**src/rtl/core/vtge_pkg.sv**
```systemverilog
// Vector tile geometry encoder: shared types, command codes and word helpers.
// Depends on nothing; imported by the channel interfaces and every core module.
package vtge_pkg;

   localparam int unsigned WORD_W          = 32;
   localparam int unsigned IDX_W           = 16;
   localparam int unsigned KIND_W          = 2;
   localparam int unsigned CMD_W           = 3;
   localparam int unsigned NWORDS          = 3;
   localparam int unsigned CNT_W           = 2;
   localparam int unsigned MAX_PART_POINTS = 65535;

   // Part kinds; the unused code behaves as a line string
   localparam logic [KIND_W-1:0] KIND_POINTS = 2'd0;
   localparam logic [KIND_W-1:0] KIND_LINE   = 2'd1;
   localparam logic [KIND_W-1:0] KIND_RING   = 2'd2;
   localparam logic [KIND_W-1:0] KIND_SPARE  = 2'd3;

   // Command ids
   localparam logic [CMD_W-1:0] CMD_MOVE  = 3'd1;
   localparam logic [CMD_W-1:0] CMD_LINE  = 3'd2;
   localparam logic [CMD_W-1:0] CMD_CLOSE = 3'd7;

   // Point item as it arrives
   typedef struct packed {
      logic signed [WORD_W-1:0] point_x;
      logic signed [WORD_W-1:0] point_y;
      logic [KIND_W-1:0]        part_kind;
      logic [IDX_W-1:0]         part_points;
      logic                     new_feature;
      logic                     new_part;
   } req_payload_type;

   // One output word
   typedef struct packed {
      logic [WORD_W-1:0] word;
      logic              last_word;
   } rsp_payload_type;

   // All words caused by one point, slot 0 goes out first
   typedef struct packed {
      logic [NWORDS-1:0][WORD_W-1:0] words;
      logic [CNT_W-1:0]              count;
   } word_group_type;

   // Command integer: id in the low three bits, count above
   function automatic logic [WORD_W-1:0] cmd_word(input logic [CMD_W-1:0] id,
                                                  input logic [IDX_W-1:0] count);
      logic [WORD_W-1:0] w;
      w = {{(WORD_W - IDX_W - CMD_W){1'b0}}, count, id};
      return w;
   endfunction

   // Zigzag code of a two's complement delta
   function automatic logic [WORD_W-1:0] zigzag(input logic [WORD_W-1:0] d);
      logic [WORD_W-1:0] w;
      w = {d[WORD_W-2:0], 1'b0} ^ {WORD_W{d[WORD_W-1]}};
      return w;
   endfunction

endpackage

```
**src/rtl/core/vtge_channels_if.sv**
```systemverilog
// Valid/ready channel interfaces for the point input and the word output.
// Depends on vtge_pkg for the payload types.
interface vtge_req_if
   import vtge_pkg::*;
();
   logic            valid;
   logic            ready;
   req_payload_type payload;

   modport source (output valid, output payload, input ready);
   modport sink   (input valid, input payload, output ready);
endinterface

interface vtge_rsp_if
   import vtge_pkg::*;
();
   logic            valid;
   logic            ready;
   rsp_payload_type payload;

   modport source (output valid, output payload, input ready);
   modport sink   (input valid, input payload, output ready);
endinterface

```
**src/rtl/core/vtge_encode.sv**
```systemverilog
// Input register, cursor and point index state, and the word generator.
// Depends on vtge_pkg; hands a group of one to three words to vtge_word_buffer.
module vtge_encode
   import vtge_pkg::*;
(
   input  logic            clock,
   input  logic            reset,
   vtge_req_if.sink        req_if,
   output word_group_type  group_out,
   output logic            group_valid,
   input  logic            group_ready
);

   logic            in_valid_ff, in_valid_in;
   req_payload_type in_ff, in_in;
   logic [WORD_W-1:0] cursor_x_ff, cursor_x_in;
   logic [WORD_W-1:0] cursor_y_ff, cursor_y_in;
   logic [IDX_W-1:0]  index_ff, index_in;

   logic              move;
   logic [IDX_W-1:0]  npts;
   logic [IDX_W-1:0]  idx;
   logic [IDX_W-1:0]  sub;
   logic [IDX_W-1:0]  line_cnt;
   logic              close;
   logic [WORD_W-1:0] base_x, base_y;
   logic [WORD_W-1:0] zig_x, zig_y;

   // Input register stage
   assign move         = in_valid_ff && group_ready;
   assign req_if.ready = !in_valid_ff || group_ready;

   always_comb begin
      in_valid_in = in_valid_ff;
      in_in       = in_ff;
      if (req_if.valid && req_if.ready) begin
         in_valid_in = 1'b1;
         in_in       = req_if.payload;
      end else if (move) begin
         in_valid_in = 1'b0;
      end
   end

   // Part geometry for the registered point
   always_comb begin
      if (32'(in_ff.part_points) > MAX_PART_POINTS) begin
         npts = IDX_W'(MAX_PART_POINTS);
      end else begin
         npts = in_ff.part_points;
      end
      idx      = in_ff.new_part ? '0 : index_ff;
      close    = (in_ff.part_kind == KIND_RING) && (npts != '0) && (idx == npts - 1'b1);
      sub      = (in_ff.part_kind == KIND_RING) ? IDX_W'(2) : IDX_W'(1);
      line_cnt = (npts >= sub) ? npts - sub : '0;
      base_x   = in_ff.new_feature ? '0 : cursor_x_ff;
      base_y   = in_ff.new_feature ? '0 : cursor_y_ff;
      zig_x    = zigzag($unsigned(in_ff.point_x) - base_x);
      zig_y    = zigzag($unsigned(in_ff.point_y) - base_y);
   end

   // Word group: optional command, then the two deltas; a close is ClosePath alone
   always_comb begin
      group_out.words = '0;
      group_out.count = CNT_W'(2);
      if (close) begin
         group_out.words[0] = cmd_word(CMD_CLOSE, IDX_W'(1));
         group_out.count    = CNT_W'(1);
      end else if (idx == '0) begin
         group_out.words[0] = cmd_word(CMD_MOVE,
            (in_ff.part_kind == KIND_POINTS) ? npts : IDX_W'(1));
         group_out.words[1] = zig_x;
         group_out.words[2] = zig_y;
         group_out.count    = CNT_W'(3);
      end else if ((idx == IDX_W'(1)) && (in_ff.part_kind != KIND_POINTS)) begin
         group_out.words[0] = cmd_word(CMD_LINE, line_cnt);
         group_out.words[1] = zig_x;
         group_out.words[2] = zig_y;
         group_out.count    = CNT_W'(3);
      end else begin
         group_out.words[0] = zig_x;
         group_out.words[1] = zig_y;
      end
   end

   assign group_valid = in_valid_ff;

   // Cursor and index update when the group is handed on
   always_comb begin
      cursor_x_in = cursor_x_ff;
      cursor_y_in = cursor_y_ff;
      index_in    = index_ff;
      if (move) begin
         cursor_x_in = close ? base_x : $unsigned(in_ff.point_x);
         cursor_y_in = close ? base_y : $unsigned(in_ff.point_y);
         index_in    = (idx != '1) ? idx + 1'b1 : idx;
      end
   end

   always_ff @(posedge clock) begin
      in_ff <= in_in;
      if (reset) begin
         in_valid_ff <= 1'b0;
         cursor_x_ff <= '0;
         cursor_y_ff <= '0;
         index_ff    <= '0;
      end else begin
         in_valid_ff <= in_valid_in;
         cursor_x_ff <= cursor_x_in;
         cursor_y_ff <= cursor_y_in;
         index_ff    <= index_in;
      end
   end

   // A handed-on group always carries one to three words
   a_group_count: assert property (@(posedge clock) disable iff (reset)
      group_valid |-> (group_out.count != '0))
      else $error("word group with no words");

   // A closing point carries exactly one word
   a_close_single: assert property (@(posedge clock) disable iff (reset)
      (group_valid && close) |-> (group_out.count == CNT_W'(1)))
      else $error("closing point emits more than one word");

   // A closing point leaves the cursor where it was, apart from a feature reset
   a_close_cursor: assert property (@(posedge clock) disable iff (reset)
      (move && close && !in_ff.new_feature) |=> $stable(cursor_x_ff) && $stable(cursor_y_ff))
      else $error("cursor moved on a closing point");

endmodule

```
**src/rtl/core/vtge_word_buffer.sv**
```systemverilog
// Output buffer: holds one word group, shifts out one word per cycle while ready.
// Depends on vtge_pkg; drives the result channel.
module vtge_word_buffer
   import vtge_pkg::*;
(
   input  logic           clock,
   input  logic           reset,
   input  word_group_type group_in,
   input  logic           group_valid,
   output logic           group_ready,
   vtge_rsp_if.source     rsp_if
);

   logic [NWORDS-1:0][WORD_W-1:0] words_ff, words_in;
   logic [CNT_W-1:0]              cnt_ff, cnt_in;
   logic                          take;

   // Free when empty or the last word leaves this cycle
   assign take        = rsp_if.valid && rsp_if.ready;
   assign group_ready = (cnt_ff == '0) || ((cnt_ff == CNT_W'(1)) && rsp_if.ready);

   assign rsp_if.valid             = (cnt_ff != '0);
   assign rsp_if.payload.word      = words_ff[0];
   assign rsp_if.payload.last_word = (cnt_ff == CNT_W'(1));

   // Load a new group or shift toward slot 0
   always_comb begin
      words_in = words_ff;
      cnt_in   = cnt_ff;
      if (group_valid && group_ready) begin
         words_in = group_in.words;
         cnt_in   = group_in.count;
      end else if (take) begin
         words_in = {{WORD_W{1'b0}}, words_ff[NWORDS-1:1]};
         cnt_in   = cnt_ff - 1'b1;
      end
   end

   always_ff @(posedge clock) begin
      words_ff <= words_in;
      if (reset) begin
         cnt_ff <= '0;
      end else begin
         cnt_ff <= cnt_in;
      end
   end

   // A loaded group shows its full count next cycle
   a_load_count: assert property (@(posedge clock) disable iff (reset)
      (group_valid && group_ready) |=> (cnt_ff == $past(group_in.count)))
      else $error("buffer count differs from loaded group");

   // Taking a word that is not the last drops the count by one
   a_shift_count: assert property (@(posedge clock) disable iff (reset)
      (take && (cnt_ff > CNT_W'(1))) |=> (cnt_ff == $past(cnt_ff) - 1'b1))
      else $error("buffer count skipped a word");

   // Never free while more than one word is still pending
   a_no_overrun: assert property (@(posedge clock) disable iff (reset)
      (cnt_ff > CNT_W'(1)) |-> !group_ready)
      else $error("buffer free with words pending");

endmodule

```
**src/rtl/core/vector_tile_geometry_encoder_core.sv**
```systemverilog
// Vector tile geometry encoder, top level: point input, word output.
// Depends on vtge_pkg, vtge_channels_if, vtge_encode and vtge_word_buffer.
//
// Each accepted point yields one to three 32-bit words on the result channel:
// an optional MoveTo, LineTo or ClosePath command word followed by the zigzag
// coded x and y deltas from the cursor (a ring's closing point yields only
// ClosePath); last_word marks the final word of each point. A point waits in
// an input register until the output buffer is free, its words are then loaded
// into the buffer and leave one per cycle while the result channel is ready.
// A point has three words if it is the first point of a part or the second
// point of a line or ring, one if it is a ring's closing point, two otherwise.
// The single word port limits the rate; while the buffer drains, one further
// point waits in the input register and the input is not ready. With the
// buffer empty, an accepted point goes from the input register into the
// output buffer, whose slot 0 drives the first word on the result port.
module vector_tile_geometry_encoder_core
   import vtge_pkg::*;
(
   input  logic       clock,
   input  logic       reset,
   vtge_req_if.sink   req_if,
   vtge_rsp_if.source rsp_if
);

   word_group_type group;
   logic           group_valid;
   logic           group_ready;

   vtge_encode u_encode (
      .clock       (clock),
      .reset       (reset),
      .req_if      (req_if),
      .group_out   (group),
      .group_valid (group_valid),
      .group_ready (group_ready)
   );

   vtge_word_buffer u_word_buffer (
      .clock       (clock),
      .reset       (reset),
      .group_in    (group),
      .group_valid (group_valid),
      .group_ready (group_ready),
      .rsp_if      (rsp_if)
   );

endmodule
```
**src/flat_wrapper.sv**
```systemverilog
// flat-port wrapper written by rule: the top's interface ports become plain ports
module vector_tile_geometry_encoder_core_flat import vtge_pkg::*;
  (clock, reset, req_if_valid, req_if_payload, req_if_ready, rsp_if_valid, rsp_if_payload, rsp_if_ready);
  vtge_req_if req_if_i ();
  vtge_rsp_if rsp_if_i ();
  input  logic clock;
  input  logic reset;
  input wire logic [$bits(req_if_i.valid)-1:0] req_if_valid;
  input wire logic [$bits(req_if_i.payload)-1:0] req_if_payload;
  output wire logic [$bits(req_if_i.ready)-1:0] req_if_ready;
  output wire logic [$bits(rsp_if_i.valid)-1:0] rsp_if_valid;
  output wire logic [$bits(rsp_if_i.payload)-1:0] rsp_if_payload;
  input wire logic [$bits(rsp_if_i.ready)-1:0] rsp_if_ready;
  assign req_if_i.valid = req_if_valid;
  assign req_if_i.payload = req_if_payload;
  assign req_if_ready = req_if_i.ready;
  assign rsp_if_valid = rsp_if_i.valid;
  assign rsp_if_payload = rsp_if_i.payload;
  assign rsp_if_i.ready = rsp_if_ready;
  vector_tile_geometry_encoder_core u_core (.clock(clock), .reset(reset), .req_if(req_if_i), .rsp_if(rsp_if_i));
endmodule
```
**config.mk**
```make
export PLATFORM = sky130hd
export DESIGN_NAME = vector_tile_geometry_encoder_core_flat
export DESIGN_NICKNAME = d
export VERILOG_FILES = /design/src/rtl/core/vtge_pkg.sv /design/src/rtl/core/vtge_channels_if.sv /design/src/rtl/core/vtge_encode.sv /design/src/rtl/core/vtge_word_buffer.sv /design/src/rtl/core/vector_tile_geometry_encoder_core.sv /design/src/flat_wrapper.sv
export SDC_FILE = /design/constraint.sdc
export NUM_CORES = 1
export LEC_CHECK = 0
export BUFFER_PORTS_ARGS = -buffer_cell sky130_fd_sc_hd__buf_2
export CAP_MARGIN = 20
export CELL_PAD_IN_SITES_DETAIL_PLACEMENT = 1
export CELL_PAD_IN_SITES_GLOBAL_PLACEMENT = 2
export CORE_UTILIZATION = 39
export CTS_BUF_LIST = sky130_fd_sc_hd__clkbuf_16
export CTS_CLUSTER_SIZE = 30
export DETAILED_ROUTE_END_ITERATION = 8
export MAX_ROUTING_LAYER = met4
export PLACE_DENSITY_LB_ADDON = 0.1
export RECOVER_POWER = 25
export SLEW_MARGIN = 20
export SYNTH_ARGS = -nofsm -noshare
export SYNTH_HDL_FRONTEND = slang
export SYNTH_SLANG_ARGS = --single-unit
```
**constraint.sdc**
```tcl
create_clock -name clock -period 6.2 [get_ports clock]
set_clock_uncertainty 0.2 [all_clocks]
set_input_delay 1.24 -clock clock [delete_from_list [all_inputs] [get_ports clock]]
set_output_delay 1.24 -clock clock [all_outputs]
set_load 0.005 [all_outputs]
```
### Word-level counts from Yosys, hierarchy flattened

Cells that the tools add are included.

* bits in registers: 263
* latch bits: 0
* bits in writable memories: 0
* memory bits (read-only): 0
* output and inout bits: 35
* word-level logic and storage cells: 67
* memories: 0

* $add $sub $neg: 6
* multiply operators: 0
* divide/modulo/power cells: 0
* order comparisons: 1
* equality and inequality tests: 5
* shift operators: 0
* muxes and demuxes: 21
* bitwise operators: 2
* reduce and logical (&&, ||, !) cells: 18

Operators with widths (count)
* $mux 96: 2
* $mux 32: 5
* $mux 64: 2
* $mux 98: 1
* $mux 16: 4
* $sub 32x32->32: 2
* $xor 32x32->32: 2
* $mux 34: 1
* $add 16x1->16 const B: 1
* $eq 16x1->1 const B: 1
* $eq 16x16->1: 1
* $ge 16x2->1: 1
* $logic_not 16->1: 1
* $ne 16x16->1 const B: 1
* $reduce_bool 16->1: 1
* $sub 16x1->16 const B: 1
* $sub 16x2->16: 1
* $reduce_bool 2->1: 4
* $logic_and 1x1->1: 7
* $mux 2: 3
* $logic_not 2->1: 2
* $mux 1: 3
* $eq 2x1->1 const B: 1
* $eq 2x2->1 const B: 1
* other kinds (3): 4

### Depth between registers and ports, before layout

* word-level depth: 8
* depth in mapped cells: 16

### Modules after synthesis

From an unflattened synthesis, not the netlist that was laid out.

* cell total of the unflattened synthesis: 1678
* area total of the unflattened synthesis: 17239.0 um2

By module, submodules not included
* vtge_encode: times used 1, cells each 1422, area an instance 12682.2 um2
* vtge_word_buffer: times used 1, cells each 256, area an instance 4556.9 um2

### Least setup slack after synthesis

OpenSTA, ideal clock, no wires.

* kind: input port to flip-flop
* from: in rsp_if_ready
* to: reg u_core.u_word_buffer.words_ff (netlist bit u_core.u_word_buffer.rsp_if.payload[10]) (enable)
* library setup time: 0.908 ns
* arrival time: 3.788 ns
* required time: 5.092 ns
* path slack: 1.304 ns
* stages: 5
* path buffers: 2
* path through: a21oi_1 > nand2b_1 > clkbuf_1 > clkbuf_1 > nand2_1

* cells in the longest elaborated chain, start to end: 4

RTL lines
* start, declared: line flat_wrapper.sv:13 `input wire logic [$bits(rsp_if_i.ready)-1:0] rsp_if_ready;`
* $logic_and 1x1->1: line vtge_word_buffer.sv:20 `assign group_ready = (cnt_ff == '0) || ((cnt_ff == CNT_W'(1)) && rsp_if.ready);`
* $logic_or 1x1->1: line vtge_word_buffer.sv:20
* $logic_and 1x1->1: line vtge_word_buffer.sv:30 `if (group_valid && group_ready) begin`
* $reduce_bool 2->1 (no source line) (*)
* end signal, assigned: line vtge_word_buffer.sv:40 `words_ff <= words_in;`
* end, declared: line vtge_word_buffer.sv:14 `logic [NWORDS-1:0][WORD_W-1:0] words_ff, words_in;`

Every way passes the cells marked *; elsewhere a longest branch is shown, timed or not.
A chain may end at the register's enable or synchronous reset.

==> flow_summary.json <==
{
  "worstMarginPinSlew_ns": 3.962,
  "route.vias.total": 11890,
  "first_iter_violations": 603,
  "dp_hpwl_um": 31300,
  "routed_wirelength_um": 43250,
  "cts.sinks": 263,
  "path_class": "register to register",
  "n_fill_cell": 4446,
  "ant_nets": 0,
  "endpoint_kind": "register",
  "finalSetupViolCount": 0,
  "worst_ep_required_time_ns": 6.34,
  "synthXorXnorAreaFrac_pct": 9.150,
  "clock-root-buffer": "clkbuf_16",
  "dp_cells": 2132,
  "antenna_found_initial": 0,
  "slowest_delay_ns": 0.89,
  "status": "finished, violations left",
  "timing.final.crit_share_pct": 80.78,
  "report.final.slew_viol_count": 125,
  "yosysSeqAreaShare_pct": 45.13,
  "ir_drop_v": 0.0002402,
  "setup_tns_ns": 0,
  "p_total_mw": 5.901,
  "coreArea_um2": 39640,
  "grt.busiest_layer": "met2",
  "final_nets": 1816,
  "finalWorstPathRequiredPeriod_ns": 5.008,
  "ys.flop_type": "edfxtp_1",
  "cp-start-kind": "register",
  "post_cts_buffers": 0,
  "htreeDepth": 1,
  "drt-vias-per-instance": 5.430,
  "place_area_um2": 16550,
  "synth_fp_nets": 1753,
  "initial_utilization_pct": 39.50,
  "clock.fmax_mhz": 199.7,
  "cts_tree": "done",
  "hold_viol": 0,
  "met1_usage_pct": 29.34,
  "rsz0062_at_grt": "no",
  "rows": 73,
  "hp-class": "register to register",
  "multiInputGateArea_um2": 7916,
  "power_per_cell_area_nw_per_um2": 336.0,
  "clock_latency_ns": 0.60,
  "synth.distinct_cells": 76,
  "routedWlPerCell_um": 19.75,
  "design_area_um2": 17570,
  "cts_buffer_depth": 3,
  "hold_ws_ns": 0.2976,
  "drc": 0,
  "grt_util_met3_pct": 2.999,
  "grt_pass1_vias": 12270,
  "grt_util_met2_pct": 34.22,
  "violations": "max-capacitance violations, max-slew violations",
  "synth_area_um2": 15660,
  "crit_top_cell": "nor2b_1",
  "die_h_um": 202.4,
  "yosys_warnings": 0,
  "numCtsBuffers": 31,
  "maxCapViolations": 2,
  "critPathMaxFanout": 36,
  "grt_max_degree": 84,
  "path_cells": "buf_4 -> nor2b_1 -> ha_1 -> fa_1 -> nor2b_1 -> o2111ai_1 -> a2111oi_2 -> a211o_1 -> o2bb2ai_1 -> o311a_1 -> nor3_1 -> xor2_1 -> mux2_2 -> a22o_1",
  "synth_edf_count": 180,
  "pin_count": 123,
  "ys_async_sr_fraction_pct": 0,
  "cts_resized": 0,
  "overflow": 0,
  "path_clk_slew_ns": 0.06,
  "drt_pass1_iterations": 5,
  "grtUsageTotal_pct": 21.63,
  "syn_inst": 1577,
  "die-area_um2": 40950,
  "arrival_ns": 5.15,
  "antennaDiodeCount": 0,
  "instances_no_fill": 2190,
  "layout-drive-gt1-share_pct": 12.49,
  "grt_pass1_wl_um": 68900,
  "gp_congestion": 0.8246,
  "slew_headroom_pct": -164.1,
  "slowest_stage": "edfxtp_1",
  "p_leak_nw": 6.561,
  "yosys.area_share.adder_pct": 7.176,
  "cts_hold_buf": 0,
  "port_buffers": 122,
  "syn_to_final_growth_pct": 12.19,
  "die_w_um": 202.4,
  "syn_avg_cell_area_um2": 9.929,
  "synth_top_family_by_area": "compound AO/OA/AOI/OAI gates",
  "synthMuxAreaShare_pct": 0.4075,
  "synth_compound_area_share_pct": 18.56,
  "synthSimpleGateAreaFrac_pct": 15.09,
  "synth_seq_cells": 263,
  "register_area_um2": 7067
}
## path summary, 6_finish.rpt
kind                                                 startpoint                           endpoint  slack, ns  cells after the start
worst max-delay path                   u_core.u_encode.in_ff[1]  u_core.u_word_buffer.words_ff[61]       1.19                     14
worst min-delay path            u_core.u_encode.cursor_y_ff[22]    u_core.u_encode.cursor_y_ff[22]       0.30                      2
worst max register to register         u_core.u_encode.in_ff[1]  u_core.u_word_buffer.words_ff[61]       1.19                     14
worst min register to register  u_core.u_encode.cursor_y_ff[22]    u_core.u_encode.cursor_y_ff[22]       0.30                      2
## registers in the layout, indices dropped and copies added (netlist names)
name                                 count
u_core.u_encode.in_ff                   68
u_core.u_word_buffer.words_ff           64
u_core.u_encode.cursor_x_ff             32
u_core.u_encode.cursor_y_ff             32
u_core.u_word_buffer.rsp_if.payload     32
u_core.u_encode.index_ff                16
u_core.u_encode.npts                    16
u_core.u_word_buffer.cnt_ff              2
u_core.u_encode.group_valid              1
## area by class of cell
class | count | share of cell area, %
multi-input cells | 1171 | 45.07
repair buffers | 146 | 4.544
well taps | 525 | 3.740
flip-flops and latches | 263 | 40.23
clock buffers | 32 | 4.559
inverters | 27 | 0.5770
clock inverters | 26 | 1.282
## through the flow
stage	util [%]	worst slack, ns
2_1_floorplan	-	1.305
3_3_place_gp	41.74	1.264
3_5_place_dp	41.74	1.144
4_1_cts	44.33	1.125
5_1_grt	44.31	0.7061
6_report	44.31	1.192
## cell families (layout without fill, tap and decap cells)
group / after synthesis / count (layout)
muxes: 6 / 6
xor gates and xnor gates: 162 / 162
buffers and inverters: 143 / 231
AOI/OAI and AO/OA: 424 / 424
DFF: 263 / 263
adders and majority gates: 88 / 88
and+or+nand+nor: 491 / 491
## per-layer routing
layer | up-vias | share of wire (%)
met5 | - | 0
met4 | 0 | 1.9
met3 | 54 | 3.5
met2 | 179 | 46
met1 | 5845 | 49
li1 | 5813 | -
## synthesized netlist by cell type (8+ instances only)
cell type / instances / area (um2)
a22oi_1: 71 / 533.0
nand3_1: 26 / 130.1
a21o_1: 56 / 420.4
nand2_1: 113 / 424.2
a21oi_1: 91 / 455.4
a22o_1: 13 / 113.9
nand2b_1: 77 / 481.7
o21ai_0: 74 / 370.4
a31oi_1: 13 / 81.33
nand4_1: 8 / 50.05
dfxtp_1: 83 / 1662
xnor2_1: 117 / 1025
inv_1: 27 / 101.4
clkbuf_1: 58 / 217.7
nor4_1: 10 / 62.56
o41ai_1: 9 / 78.83
buf_4: 35 / 262.8
and3_1: 11 / 68.82
and2_1: 17 / 106.4
o21bai_1: 11 / 82.58
edfxtp_1: 180 / 5405
a221oi_1: 12 / 105.1
buf_2: 21 / 105.1
xor2_1: 44 / 385.4
nor3_1: 21 / 105.1
ha_1: 85 / 1064
nor2b_1: 21 / 131.4
nor2_1: 163 / 611.8
o211ai_1: 10 / 75.07
## critical path, delay by kind of cell, from the launching register on
| family | cells | cell delay, ns |
|---|---|---|
| buffers and inverters | 1 | 0.45 |
| AOI/OAI and AO/OA | 6 | 1.56 |
| xor gates and xnor gates | 1 | 0.14 |
| adders and majority gates | 2 | 0.63 |
| and+or+nand+nor | 3 | 0.58 |
| muxes | 1 | 0.28 |
| DFF | 1 | 0.89 |
## cell usage in the layout (no fill, tap or decap), types with 71 or more instances in the layout
cell,Yosys,routed
edfxtp_1,180,180
nor2_1,163,161
buf_2,21,121
xnor2_1,117,117
nand2_1,113,112
a21oi_1,91,91
ha_1,85,85
dfxtp_1,83,83
nand2b_1,77,76
o21ai_0,74,74
a22oi_1,71,71
## where the power goes
group	leakage, nW	switching (mW)	internal [mW]
Clock	0.513	0.779	1.06
Combinational	3.62	1.04	0.654
Sequential	2.42	0.138	2.23
Total	6.56	1.96	3.94
Note: power is estimated with default switching activity, not from simulation.
